==> src/rtl/core/assert_macros.svh <==
// Assertion macros shared by the converter RTL.
// No dependencies; included by files that carry concurrent checks.
`ifndef ASSERT_MACROS_SVH
`define ASSERT_MACROS_SVH

// Clocked check, switched off while reset is high.
`define PCMC_ASSERT(lbl, clk, rst, prop) \
  lbl: assert property (@(posedge clk) disable iff (rst) (prop)) \
    else $error("pcmc check failed");

// Clocked check that also holds during reset.
`define PCMC_ASSERT_ALWAYS(lbl, clk, prop) \
  lbl: assert property (@(posedge clk) (prop)) \
    else $error("pcmc check failed");

`endif

==> src/rtl/core/pcmc_pkg.sv <==
// Shared constants for the PCM format and rate converter.
// No dependencies; used by the channel interfaces and the top level.
package pcmc_pkg;

  localparam int FRAME_BITS    = 24;
  localparam int FRAC_BITS     = 16;
  localparam int POS_BITS      = FRAME_BITS + FRAC_BITS;
  localparam int RAW_BITS      = 32;
  localparam int SAMPLE_BITS   = 16;
  localparam int STEP_BITS     = 24;
  localparam int CFG_IDX_BITS  = 2;
  localparam int CFG_DATA_BITS = 24;

  // register indexes
  localparam logic [CFG_IDX_BITS-1:0] REG_INPUT_FORMAT = 2'd0;
  localparam logic [CFG_IDX_BITS-1:0] REG_MONO_INPUT   = 2'd1;
  localparam logic [CFG_IDX_BITS-1:0] REG_RATE_STEP    = 2'd2;

  // input format codes
  localparam logic [1:0] FMT_8  = 2'd0;
  localparam logic [1:0] FMT_16 = 2'd1;
  localparam logic [1:0] FMT_24 = 2'd2;
  localparam logic [1:0] FMT_32 = 2'd3;

  localparam logic [1:0]           RESET_FORMAT = FMT_16;
  localparam logic [STEP_BITS-1:0] RESET_STEP   = STEP_BITS'(1) << FRAC_BITS;
  localparam logic [STEP_BITS-1:0] MIN_STEP     = STEP_BITS'(1) << (FRAC_BITS - 6);

  typedef logic [RAW_BITS-1:0]           raw_t;
  typedef logic signed [SAMPLE_BITS-1:0] sample_t;

endpackage

==> src/rtl/core/pcmc_in_if.sv <==
// Input channel: one PCM frame per item, valid/ready handshake.
// Depends on pcmc_pkg.
interface pcmc_in_if import pcmc_pkg::*; ();
  logic valid;
  logic ready;
  raw_t left_raw;
  raw_t right_raw;
  logic last_frame;

  modport source (output valid, output left_raw, output right_raw, output last_frame,
                  input ready);
  modport sink   (input valid, input left_raw, input right_raw, input last_frame,
                  output ready);
endinterface

==> src/rtl/core/pcmc_out_if.sv <==
// Output channel: one stereo 16-bit sample pair per item, valid/ready handshake.
// Depends on pcmc_pkg.
interface pcmc_out_if import pcmc_pkg::*; ();
  logic    valid;
  logic    ready;
  sample_t left_sample;
  sample_t right_sample;
  logic    last_of_run;

  modport source (output valid, output left_sample, output right_sample,
                  output last_of_run, input ready);
  modport sink   (input valid, input left_sample, input right_sample,
                  input last_of_run, output ready);
endinterface

==> src/rtl/core/pcm_format_and_rate_converter.sv <==
// PCM format and rate converter top level.
// Depends on pcmc_pkg, pcmc_in_if, pcmc_out_if and assert_macros.svh.
//
// Each input item is one PCM frame. It is converted to two signed 16-bit samples
// (8-bit x255, 16-bit as is, 24-bit /256 and 32-bit /65535, toward zero, saturated)
// by one shared conversion unit, left then right (mono converts left only and
// copies it to right). A single phase adder then advances the 24.16 position once
// per cycle and emits one stereo result per cycle while the position stays on this
// frame and the output is not stalled. frame_in.ready stays low from acceptance
// through the conversion and emit states, so a new frame is taken only after the
// last result of the one before is loaded for output; at most 64 results per frame.
// frame_in.ready is high only between frames. The last frame of a buffer emits only
// results whose step stays within it, and returns the position and frame count to
// zero.
`include "assert_macros.svh"

module pcm_format_and_rate_converter import pcmc_pkg::*; (
  input  logic                     clk,
  input  logic                     rst,
  input  logic                     cfg_we,
  input  logic [CFG_IDX_BITS-1:0]  cfg_index,
  input  logic [CFG_DATA_BITS-1:0] cfg_data,
  pcmc_in_if.sink                  frame_in,
  pcmc_out_if.source               sample_out
);

  localparam logic [1:0] ST_IDLE   = 2'd0;
  localparam logic [1:0] ST_CONV_L = 2'd1;
  localparam logic [1:0] ST_CONV_R = 2'd2;
  localparam logic [1:0] ST_EMIT   = 2'd3;

  function automatic sample_t to_sample16(input raw_t raw, input logic [1:0] fmt);
    logic signed [16:0] x8;
    logic signed [16:0] s8;
    logic [23:0]        m24;
    logic [RAW_BITS-1:0] m32;
    logic [15:0]        q0;
    logic [16:0]        r;
    logic [16:0]        qmag;
    logic               neg;
    logic signed [17:0] v;
    sample_t            res;
    x8   = {{9{raw[7]}}, raw[7:0]};
    s8   = (x8 <<< 8) - x8;
    m24  = raw[23] ? (~raw[23:0] + 24'd1) : raw[23:0];
    m32  = raw[31] ? (~raw + 32'd1) : raw;
    q0   = m32[31:16];
    r    = {1'b0, m32[15:0]} + {1'b0, q0};
    qmag = 17'd0;
    neg  = 1'b0;
    v    = 18'sd0;
    case (fmt)
      FMT_8: begin
        v = {s8[16], s8};
      end
      FMT_16: begin
        v = {{2{raw[15]}}, raw[15:0]};
      end
      FMT_24: begin
        neg  = raw[23];
        qmag = {1'b0, m24[23:8]};
        v    = neg ? -$signed({1'b0, qmag}) : $signed({1'b0, qmag});
      end
      default: begin
        neg  = raw[31];
        qmag = {1'b0, q0} + ((r >= 17'd65535) ? 17'd1 : 17'd0);
        v    = neg ? -$signed({1'b0, qmag}) : $signed({1'b0, qmag});
      end
    endcase
    if (v > 18'sd32767) begin
      res = 16'sh7FFF;
    end else if (v < -18'sd32768) begin
      res = 16'sh8000;
    end else begin
      res = v[15:0];
    end
    return res;
  endfunction

  logic [1:0]           input_format;
  logic                 mono_input;
  logic [STEP_BITS-1:0] rate_step;

  logic [1:0]            state;
  logic [POS_BITS-1:0]   pick_position;
  logic [FRAME_BITS-1:0] frame_index;
  raw_t                  left_raw_r;
  raw_t                  right_raw_r;
  logic                  last_r;
  sample_t               left_s;
  sample_t               right_s;
  logic                  have_one;

  logic    out_valid;
  sample_t out_left;
  sample_t out_right;
  logic    out_last;

  logic [STEP_BITS-1:0] step_eff;
  logic [STEP_BITS:0]   frac_sum;
  logic                 on_frame;
  logic                 emit_ok;
  logic                 out_free;
  logic                 out_load;
  raw_t                 conv_raw;
  sample_t              conv_out;

  assign step_eff = (rate_step < MIN_STEP) ? MIN_STEP : rate_step;
  assign frac_sum = (STEP_BITS+1)'(pick_position[FRAC_BITS-1:0]) + {1'b0, step_eff};
  assign on_frame = (pick_position[POS_BITS-1:FRAC_BITS] == frame_index);
  assign emit_ok  = on_frame &&
                    !(last_r && (frac_sum > ((STEP_BITS+1)'(1) << FRAC_BITS)));
  assign out_free = !out_valid || sample_out.ready;
  assign out_load = (state == ST_EMIT) && out_free && have_one;

  // shared conversion unit
  assign conv_raw = (state == ST_CONV_R) ? right_raw_r : left_raw_r;
  assign conv_out = to_sample16(conv_raw, input_format);

  assign frame_in.ready          = (state == ST_IDLE);
  assign sample_out.valid        = out_valid;
  assign sample_out.left_sample  = out_left;
  assign sample_out.right_sample = out_right;
  assign sample_out.last_of_run  = out_last;

  always_ff @(posedge clk) begin
    if (rst) begin
      input_format <= RESET_FORMAT;
      mono_input   <= 1'b0;
      rate_step    <= RESET_STEP;
    end else if (cfg_we) begin
      case (cfg_index)
        REG_INPUT_FORMAT: input_format <= cfg_data[1:0];
        REG_MONO_INPUT:   mono_input   <= cfg_data[0];
        REG_RATE_STEP:    rate_step    <= cfg_data[STEP_BITS-1:0];
        default: ;
      endcase
    end
  end

  always_ff @(posedge clk) begin
    if (frame_in.valid && frame_in.ready) begin
      left_raw_r  <= frame_in.left_raw;
      right_raw_r <= frame_in.right_raw;
      last_r      <= frame_in.last_frame;
    end
    if (state == ST_CONV_L) begin
      left_s <= conv_out;
      if (mono_input) begin
        right_s <= conv_out;
      end
    end
    if (state == ST_CONV_R) begin
      right_s <= conv_out;
    end
  end

  always_ff @(posedge clk) begin
    if (rst) begin
      state         <= ST_IDLE;
      pick_position <= '0;
      frame_index   <= '0;
      have_one      <= 1'b0;
      out_valid     <= 1'b0;
    end else begin
      if (sample_out.ready && !out_load) begin
        out_valid <= 1'b0;
      end
      case (state)
        ST_IDLE: begin
          if (frame_in.valid) begin
            state <= ST_CONV_L;
          end
        end
        ST_CONV_L: begin
          state <= mono_input ? ST_EMIT : ST_CONV_R;
        end
        ST_CONV_R: begin
          state <= ST_EMIT;
        end
        ST_EMIT: begin
          // one result is held back until we know whether another follows
          if (out_free) begin
            if (emit_ok) begin
              pick_position <= pick_position + POS_BITS'(step_eff);
              have_one      <= 1'b1;
              if (have_one) begin
                out_valid <= 1'b1;
                out_left  <= left_s;
                out_right <= right_s;
                out_last  <= 1'b0;
              end
            end else begin
              if (have_one) begin
                out_valid <= 1'b1;
                out_left  <= left_s;
                out_right <= right_s;
                out_last  <= 1'b1;
              end
              have_one <= 1'b0;
              state    <= ST_IDLE;
              if (last_r) begin
                pick_position <= '0;
                frame_index   <= '0;
              end else begin
                frame_index <= frame_index + FRAME_BITS'(1);
              end
            end
          end
        end
        default: begin
          state <= ST_IDLE;
        end
      endcase
    end
  end

  `PCMC_ASSERT(a_accept_starts_conv, clk, rst,
    frame_in.valid && frame_in.ready |=> state == ST_CONV_L)
  `PCMC_ASSERT(a_run_closes_with_last, clk, rst,
    state == ST_EMIT && out_free && !emit_ok && have_one
      |=> sample_out.valid && sample_out.last_of_run && state == ST_IDLE)
  `PCMC_ASSERT(a_mono_pair_equal, clk, rst,
    sample_out.valid && mono_input |-> sample_out.left_sample == sample_out.right_sample)
  `PCMC_ASSERT(a_buffer_end_clears, clk, rst,
    state == ST_EMIT && out_free && !emit_ok && last_r
      |=> pick_position == '0 && frame_index == '0)
  `PCMC_ASSERT_ALWAYS(a_no_hold_when_idle, clk,
    state == ST_IDLE |-> !have_one)

endmodule
==> src/flat_wrapper.sv <==
// flat-port wrapper written by rule: the top's interface ports become plain ports
module pcm_format_and_rate_converter_flat import pcmc_pkg::*;
  (clk, rst, cfg_we, cfg_index, cfg_data, frame_in_valid, frame_in_left_raw, frame_in_right_raw, frame_in_last_frame, frame_in_ready, sample_out_valid, sample_out_left_sample, sample_out_right_sample, sample_out_last_of_run, sample_out_ready);
  pcmc_in_if frame_in_i ();
  pcmc_out_if sample_out_i ();
  input  logic clk;
  input  logic rst;
  input  logic cfg_we;
  input  logic [CFG_IDX_BITS-1:0] cfg_index;
  input  logic [CFG_DATA_BITS-1:0] cfg_data;
  input wire logic [$bits(frame_in_i.valid)-1:0] frame_in_valid;
  input wire logic [$bits(frame_in_i.left_raw)-1:0] frame_in_left_raw;
  input wire logic [$bits(frame_in_i.right_raw)-1:0] frame_in_right_raw;
  input wire logic [$bits(frame_in_i.last_frame)-1:0] frame_in_last_frame;
  output wire logic [$bits(frame_in_i.ready)-1:0] frame_in_ready;
  output wire logic [$bits(sample_out_i.valid)-1:0] sample_out_valid;
  output wire logic [$bits(sample_out_i.left_sample)-1:0] sample_out_left_sample;
  output wire logic [$bits(sample_out_i.right_sample)-1:0] sample_out_right_sample;
  output wire logic [$bits(sample_out_i.last_of_run)-1:0] sample_out_last_of_run;
  input wire logic [$bits(sample_out_i.ready)-1:0] sample_out_ready;
  assign frame_in_i.valid = frame_in_valid;
  assign frame_in_i.left_raw = frame_in_left_raw;
  assign frame_in_i.right_raw = frame_in_right_raw;
  assign frame_in_i.last_frame = frame_in_last_frame;
  assign frame_in_ready = frame_in_i.ready;
  assign sample_out_valid = sample_out_i.valid;
  assign sample_out_left_sample = sample_out_i.left_sample;
  assign sample_out_right_sample = sample_out_i.right_sample;
  assign sample_out_last_of_run = sample_out_i.last_of_run;
  assign sample_out_i.ready = sample_out_ready;
  pcm_format_and_rate_converter u_core (.clk(clk), .rst(rst), .cfg_we(cfg_we), .cfg_index(cfg_index), .cfg_data(cfg_data), .frame_in(frame_in_i), .sample_out(sample_out_i));
endmodule
==> config.mk <==
export PLATFORM = sky130hd
export DESIGN_NAME = pcm_format_and_rate_converter_flat
export DESIGN_NICKNAME = d
export VERILOG_FILES = /design/src/rtl/core/pcmc_pkg.sv /design/src/rtl/core/pcmc_in_if.sv /design/src/rtl/core/pcmc_out_if.sv /design/src/rtl/core/pcm_format_and_rate_converter.sv /design/src/flat_wrapper.sv
export VERILOG_INCLUDE_DIRS = /design/src /design/src/rtl/core
export SDC_FILE = /design/constraint.sdc
export NUM_CORES = 1
export LEC_CHECK = 0
export ABC_CLOCK_PERIOD_IN_PS = 8840
export BUFFER_PORTS_ARGS = -buffer_cell sky130_fd_sc_hd__clkbuf_2
export CAP_MARGIN = 5
export CORE_ASPECT_RATIO = 1.25
export CORE_MARGIN = 1
export CORE_UTILIZATION = 55
export DETAILED_ROUTE_END_ITERATION = 8
export PLACE_DENSITY_LB_ADDON = 0.3
export SLEW_MARGIN = 30
export SYNTH_ARGS = -nofsm -noshare
export SYNTH_HDL_FRONTEND = slang
export SYNTH_SLANG_ARGS = --single-unit
==> constraint.sdc <==
create_clock -name clk -period 8.84 [get_ports clk]
set_input_delay 1.326 -clock clk [delete_from_list [all_inputs] [get_ports clk]]
set_output_delay 1.326 -clock clk [all_outputs]
set_load 0.05 [all_outputs]
# Yosys cells after proc, flatten, opt, wreduce, memory -nomap -nowiden
# Index checks and enable logic that the tools add are counted.
dict set report totals {
  inputBits 96
  elab_cells 100
  register_bits 225
}
dict set report classes {
  bitwise_logic 4
  n_mux 29
  n_eq_ne 11
  magnitude_cmp 5
  n_reduce_logical 25
  add_sub_neg 10
}
# cell n
set op_table {}
lappend op_table {{$mux 16} 5}
lappend op_table {{$mux 40} 2}
lappend op_table {{$mux 24} 3}
lappend op_table {{$mux 32} 2}
lappend op_table {{$pmux 18 s3} 1}
lappend op_table {{$add 24x1->24 const B} 2}
lappend op_table {{$add 40x24->40} 1}
lappend op_table {{$mux 18} 2}
lappend op_table {{$add 32x1->32 const B} 1}
lappend op_table {{$not 32->32} 1}
lappend op_table {{$add 16x24->25} 1}
lappend op_table {{$gt 25x17->1 const B} 1}
lappend op_table {{$eq 24x24->1} 1}
lappend op_table {{$lt 24x11->1 const B} 1}
lappend op_table {{$not 24->24} 1}
lappend op_table {{$gt 18x16->1 const B} 1}
lappend op_table {{$lt 18x16->1 const B} 1}
lappend op_table {{$neg 16->18} 1}
lappend op_table {{$neg 17->18} 1}
lappend op_table {{$add 16x16->17} 1}
lappend op_table {{$add 16x17->17} 1}
lappend op_table {{$ge 17x16->1 const B} 1}
lappend op_table {{$sub 16x8->17} 1}
lappend op_table {{$mux 1} 10}
lappend op_table {{other kinds (15)} 41}

# Longest topological paths before layout
dict set report logic_depth {
  ltp_word 18
  ltp_mapped 49
  mapped_depth_nobuf 37
}

# Worst setup path after synthesis
# No wires, ideal clock.
dict set report synth_path {
  path_kind {reg-to-reg}
  from {reg u_core.state[0]}
  to {reg u_core.left_s[0] (data pin)}
  t_required_ns 8.573
  period_less_slack_ns 8.939
  arrival_time_ns 8.672
  setup_time_ns 0.267
  slack_ns -0.099
  stages_incl_launch_ff 50
  cell_sequence {dfxtp_1 > inv_1 > ha_1 > buf_6 > buf_6 > buf_6 > buf_8 > buf_6 > buf_2 > buf_6 > buf_6 > buf_4 > nand2_1 > and2_1 > clkbuf_1 > ha_1 > and3b_1 > a22o_1 > (+14 left out) > xnor2_1 > nand3_1 > mux2_2 > o221ai_1 > ha_1 > nand2_1 > mux2i_1 > and2_1 > clkbuf_1 > nand2_1 > or4_1 > a21o_1 > nor4_1 > mux2i_1 > nand2_2 > buf_6 > o21ai_2 > o31ai_1}
}
dict set report synth_between {
  elab_chain_cells 15
  elab_cells_between_ends 22
}
# item line_no
set synth_rtl {}
lappend synth_rtl {{start, declared} pcm_format_and_rate_converter.sv:84} ;# logic [1:0] state;
lappend synth_rtl {{start signal, assigned} pcm_format_and_rate_converter.sv:176} ;# state <= mono_input ? ST_EMIT : ST_CONV_R;
lappend synth_rtl {{$eq 2x2->1 *} pcm_format_and_rate_converter.sv:117} ;# assign conv_raw = (state == ST_CONV_R) ? right_raw_r : left_raw_r;
lappend synth_rtl {{$mux 32 *} pcm_format_and_rate_converter.sv:117}
lappend synth_rtl {{$not 32->32} pcm_format_and_rate_converter.sv:46} ;# m32 = raw[31] ? (~raw + 32'd1) : raw;
lappend synth_rtl {{$add 32x1->32} pcm_format_and_rate_converter.sv:46}
lappend synth_rtl {{$mux 32} pcm_format_and_rate_converter.sv:46}
lappend synth_rtl {{$add 16x16->17} pcm_format_and_rate_converter.sv:48} ;# r = {1'b0, m32[15:0]} + {1'b0, q0};
lappend synth_rtl {{$ge 17x16->1} pcm_format_and_rate_converter.sv:66} ;# qmag = {1'b0, q0} + ((r >= 17'd65535) ? 17'd1 : 17'd0);
lappend synth_rtl {{$mux 1} pcm_format_and_rate_converter.sv:66}
lappend synth_rtl {{$add 16x17->17} pcm_format_and_rate_converter.sv:66}
lappend synth_rtl {{$neg 17->18} pcm_format_and_rate_converter.sv:67} ;# v = neg ? -$signed({1'b0, qmag}) : $signed({1'b0, qmag});
lappend synth_rtl {{$mux 18} pcm_format_and_rate_converter.sv:67}
lappend synth_rtl {{$pmux 18 s3 *} pcm_format_and_rate_converter.sv:52} ;# case (fmt)
lappend synth_rtl {{$lt 18x16->1} pcm_format_and_rate_converter.sv:72} ;# end else if (v < -18'sd32768) begin
lappend synth_rtl {{$mux 16} pcm_format_and_rate_converter.sv:72}
lappend synth_rtl {{$mux 16 *} pcm_format_and_rate_converter.sv:70} ;# if (v > 18'sd32767) begin
lappend synth_rtl {{named net u_core.conv_out[0]} pcm_format_and_rate_converter.sv:106} ;# sample_t conv_out;
lappend synth_rtl {{end signal, assigned} pcm_format_and_rate_converter.sv:148} ;# left_s <= conv_out;
lappend synth_rtl {{end, declared} pcm_format_and_rate_converter.sv:90} ;# sample_t left_s;
# Mark *: on every way through the listed nets, which the timed path passes. The rest lies on a longest branch.
# A chain may end at the register's enable or synchronous reset.

# Worst setup path after layout
dict set report layout_path {
  from {reg u_core.state[0]}
  to {reg u_core.left_s[4] (data pin)}
}
# The elaborated chain is that of the path after synthesis.

==> impl_metrics.env <==
export IMPL_min_path_cells=0
export IMPL_async_reset_ff_share_pct=0
export IMPL_synth_top_area_share_pct=26.39
export IMPL_vias_per_cell=5.990
export IMPL_start_kind="flop"
export IMPL_finalSetupViolCount=0
export IMPL_ioPinCount=131
export IMPL_drc=0
export IMPL_dp_hpwl_um=27980
export IMPL_final_common_cell="nand2_1"
export IMPL_n_antenna_cell=0
export IMPL_grt_remaining_overflow=0
export IMPL_fin_crit_sh_pct=93.22
export IMPL_reg2reg_depth=35
export IMPL_ys_warn_count=0
export IMPL_critPathArrivalTime_ns=8.51
export IMPL_grt_pass1_wl_um=58720
export IMPL_coreArea_um2=26260
export IMPL_placed_area_um2=15750
export IMPL_place_congestion=0.9646
export IMPL_ant_nets=0
export IMPL_fin_nets=1853
export IMPL_syn_area_um2=14790
export IMPL_status="finished clean"
export IMPL_tightest_slew_ns=0.9415
export IMPL_syn_to_final_growth_pct=13.25
export IMPL_num_fill_cells=2206
export IMPL_num_rows=66
export IMPL_min_from="u_core.right_s[5]"
export IMPL_final_cell_mix="nand2_1, nor2_1, clkbuf_2, edfxtp_1, a21oi_1"
export IMPL_fin_area_um2=16750
export IMPL_fp_dieW_um=148.7
export IMPL_critical_path_max_stage_delay_ns=0.48
export IMPL_cts_tree="yes"
export IMPL_drt_iter0_markers=790
export IMPL_cpMaxStageDelayCell="o41ai_2"
export IMPL_power_mw=4.831
export IMPL_fin_setup_tns_ns=0
export IMPL_syn_inst=1583
export IMPL_critPathKind="flop to flop"
export IMPL_switching_share_pct=38.98
export IMPL_cts_htree_levels=1
export IMPL_synthTopCellsByArea="edfxtp_1, dfxtp_1, xnor2_1, ha_1, a21oi_1"
export IMPL_clkPwrFrac_pct=23.4
export IMPL_reg2reg_slack_ns=0.60
export IMPL_num_vias=12298
export IMPL_die_h_um=185.4
export IMPL_maxCapViolCount=0
export IMPL_grt_antenna_before_repair=0
export IMPL_p_sw_mw=1.883
export IMPL_cp_required_ns=9.11
export IMPL_drv_slew=0
export IMPL_dr_pass1_iters=5
export IMPL_clkSinkCount=225
export IMPL_hold_viol_final=0
export IMPL_die_area_um2=27560
export IMPL_fin_crit_ns=8.240
export IMPL_grt_max_degree=66
export IMPL_min_path_type="flop to flop"
export IMPL_initial_core_util_pct=56.33
export IMPL_finClkSkew_ns=0.01616
export IMPL_synth_area_leader_cell="edfxtp_1"
export IMPL_synth_edff_count=130
export IMPL_clk_pin_slew_ns=0.06
export IMPL_wl_per_cell_um=17.83
export IMPL_worst_skew_pair_late_latency_ns=0.53
export IMPL_syn_nets=1741
export IMPL_track_usage_pct=26.71
export IMPL_ys_types=105
export IMPL_combPwrFrac_pct=47.4
export IMPL_p_leak_nw=6.335
export IMPL_max_clock_path_buffers=3
export IMPL_cts_buffers=24
export IMPL_drive_above_1_share_pct=16.93
export IMPL_vdd_drop_max_mv=0.2067
export IMPL_seqPwrFrac_pct=29.2
export IMPL_synth_seq_cells=225
export IMPL_io_buffers=130
export IMPL_cts_root_buffer="clkbuf_16"
export IMPL_reg2reg_to="u_core.left_s[4]"
export IMPL_syn_area_per_cell_um2=9.345
export IMPL_placed_cells=2004
export IMPL_relSlewSlack_pct=37.15
export IMPL_stdcell_count=2053
export IMPL_p_per_area_nw_per_um2=288.4
export IMPL_hold_path_endpoint="u_core.sample_out.right_sample[5]"
export IMPL_grt_pass1_vias=11740
export IMPL_crit_path_max_fanout=9
export IMPL_holdWs_ns=0.4161
export IMPL_critPathCaptureType="flop"
export IMPL_ys_flop_type="edfxtp_1"
export IMPL_ys_seq_area_share_pct=39.25
export IMPL_fmax_ghz=0.1214
export IMPL_r2r_start="u_core.state[0]"
export IMPL_cell_internal_pwr_mw=2.948
export IMPL_routed_wl_um=36620
==> sequential cells by signal, indices dropped and copies added, names as in the netlist, 16 cells and up <==
name / flops
u_core.frame_index: 24
u_core.left_raw_r: 32
u_core.left_s: 16
u_core.pick_position: 40
u_core.rate_step: 24
u_core.right_raw_r: 32
u_core.right_s: 16
u_core.sample_out.left_sample: 16
u_core.sample_out.right_sample: 16
==> per-stage QoR <==
stage	setup WS [ns]	util, %
3_3_place_gp	0.5950	59.99
3_5_place_dp	0.3904	59.99
6_report	0.5996	63.79
4_1_cts	0.3421	63.43
2_1_floorplan	0.01666	-
5_1_grt	-0.07908	63.79
==> worst max-delay path by stage <==
stage          depth (start not counted)  slack (ns)       startpoint                 to
6_report                              35        0.60  u_core.state[0]   u_core.left_s[4]
5_1_grt                               39       -0.08  u_core.state[0]   u_core.left_s[4]
4_1_cts                               38        0.34  u_core.state[0]  u_core.right_s[0]
3_5_place_dp                          33        0.39  u_core.state[0]  u_core.right_s[0]
3_3_place_gp                          33        0.59  u_core.state[0]   u_core.left_s[0]
2_1_floorplan                         48        0.02  u_core.state[0]   u_core.left_s[0]
==> cells by family (layout without fill, tap and decap cells) <==
logic type	count (synthesis)	after routing	synth area share [%]
fa+ha+maj	62	62	5.346
mux	55	55	4.178
buf+inv	125	255	3.891
xor+xnor	173	173	10.61
compound gates	373	373	16.76
simple gates	570	570	19.97
flops	225	225	39.25
==> power by group through the flow <==
stage / combinational [mW] / clock [mW] / sequential [mW]
2_1_floorplan: 1.71 / 0 / 1.40
3_3_place_gp: 2.20 / 0 / 1.43
3_5_place_dp: 2.23 / 0 / 1.44
4_1_cts: 2.24 / 1.15 / 1.41
5_1_grt: 2.50 / 1.19 / 1.43
6_report: 2.29 / 1.13 / 1.41
==> repair_timing <==
action,CTS,global route
hold buffers,0,0
hold endpoints to repair,0,0
setup endpoints to repair,0,32
setup buffers,0,5
resized for setup,0,12
==> layer usage <==
layer / vias up / routed length [um] / track usage, %
li1: 6007 / - / -
met2: 417 / 17760 / 46.64
met3: 99 / 1965 / 2.882
met5: - / 0 / 0
met4: 0 / 1643 / 12.37
met1: 5775 / 15250 / 32.90
==> area by class of cell <==
class | count | area, um^2 | share of cell area [%]
Inverter | 42 | 157.7 | 0.9411
Clock inverter | 16 | 279.0 | 1.666
Timing Repair Buffer | 169 | 950.9 | 5.676
Sequential cell | 225 | 5806 | 34.66
Clock buffer | 28 | 625.6 | 3.734
Multi-Input combinational cell | 1233 | 8508 | 50.79
Tap cell | 340 | 425.4 | 2.539
==> worst max-delay path, delay by kind of cell, from the launching register on <==
family          cells  cell delay [ns]
xor+xnor            2             0.48
flops               1             0.35
simple gates        7             1.36
compound gates     12             2.53
fa+ha+maj           5             1.36
mux                 3             1.00
buf+inv             6             0.89
==> synth_stat cells (16+ instances only) <==
cell type  number
xor2_1         58
xnor2_1       110
nor2_1        140
a31oi_1        23
nand2_1       159
o21ai_0        49
or3_1          23
clkbuf_1       61
nor4_1         24
nand4_1        22
inv_1          38
and2_1         23
nor3_1         44
o21ai_1        16
dfxtp_1        95
and3_1         18
a21o_1         28
ha_1           60
mux2i_1        36
edfxtp_1      130
a21oi_1       122
nand3_1        36
(Power assumes the default switching activity.)
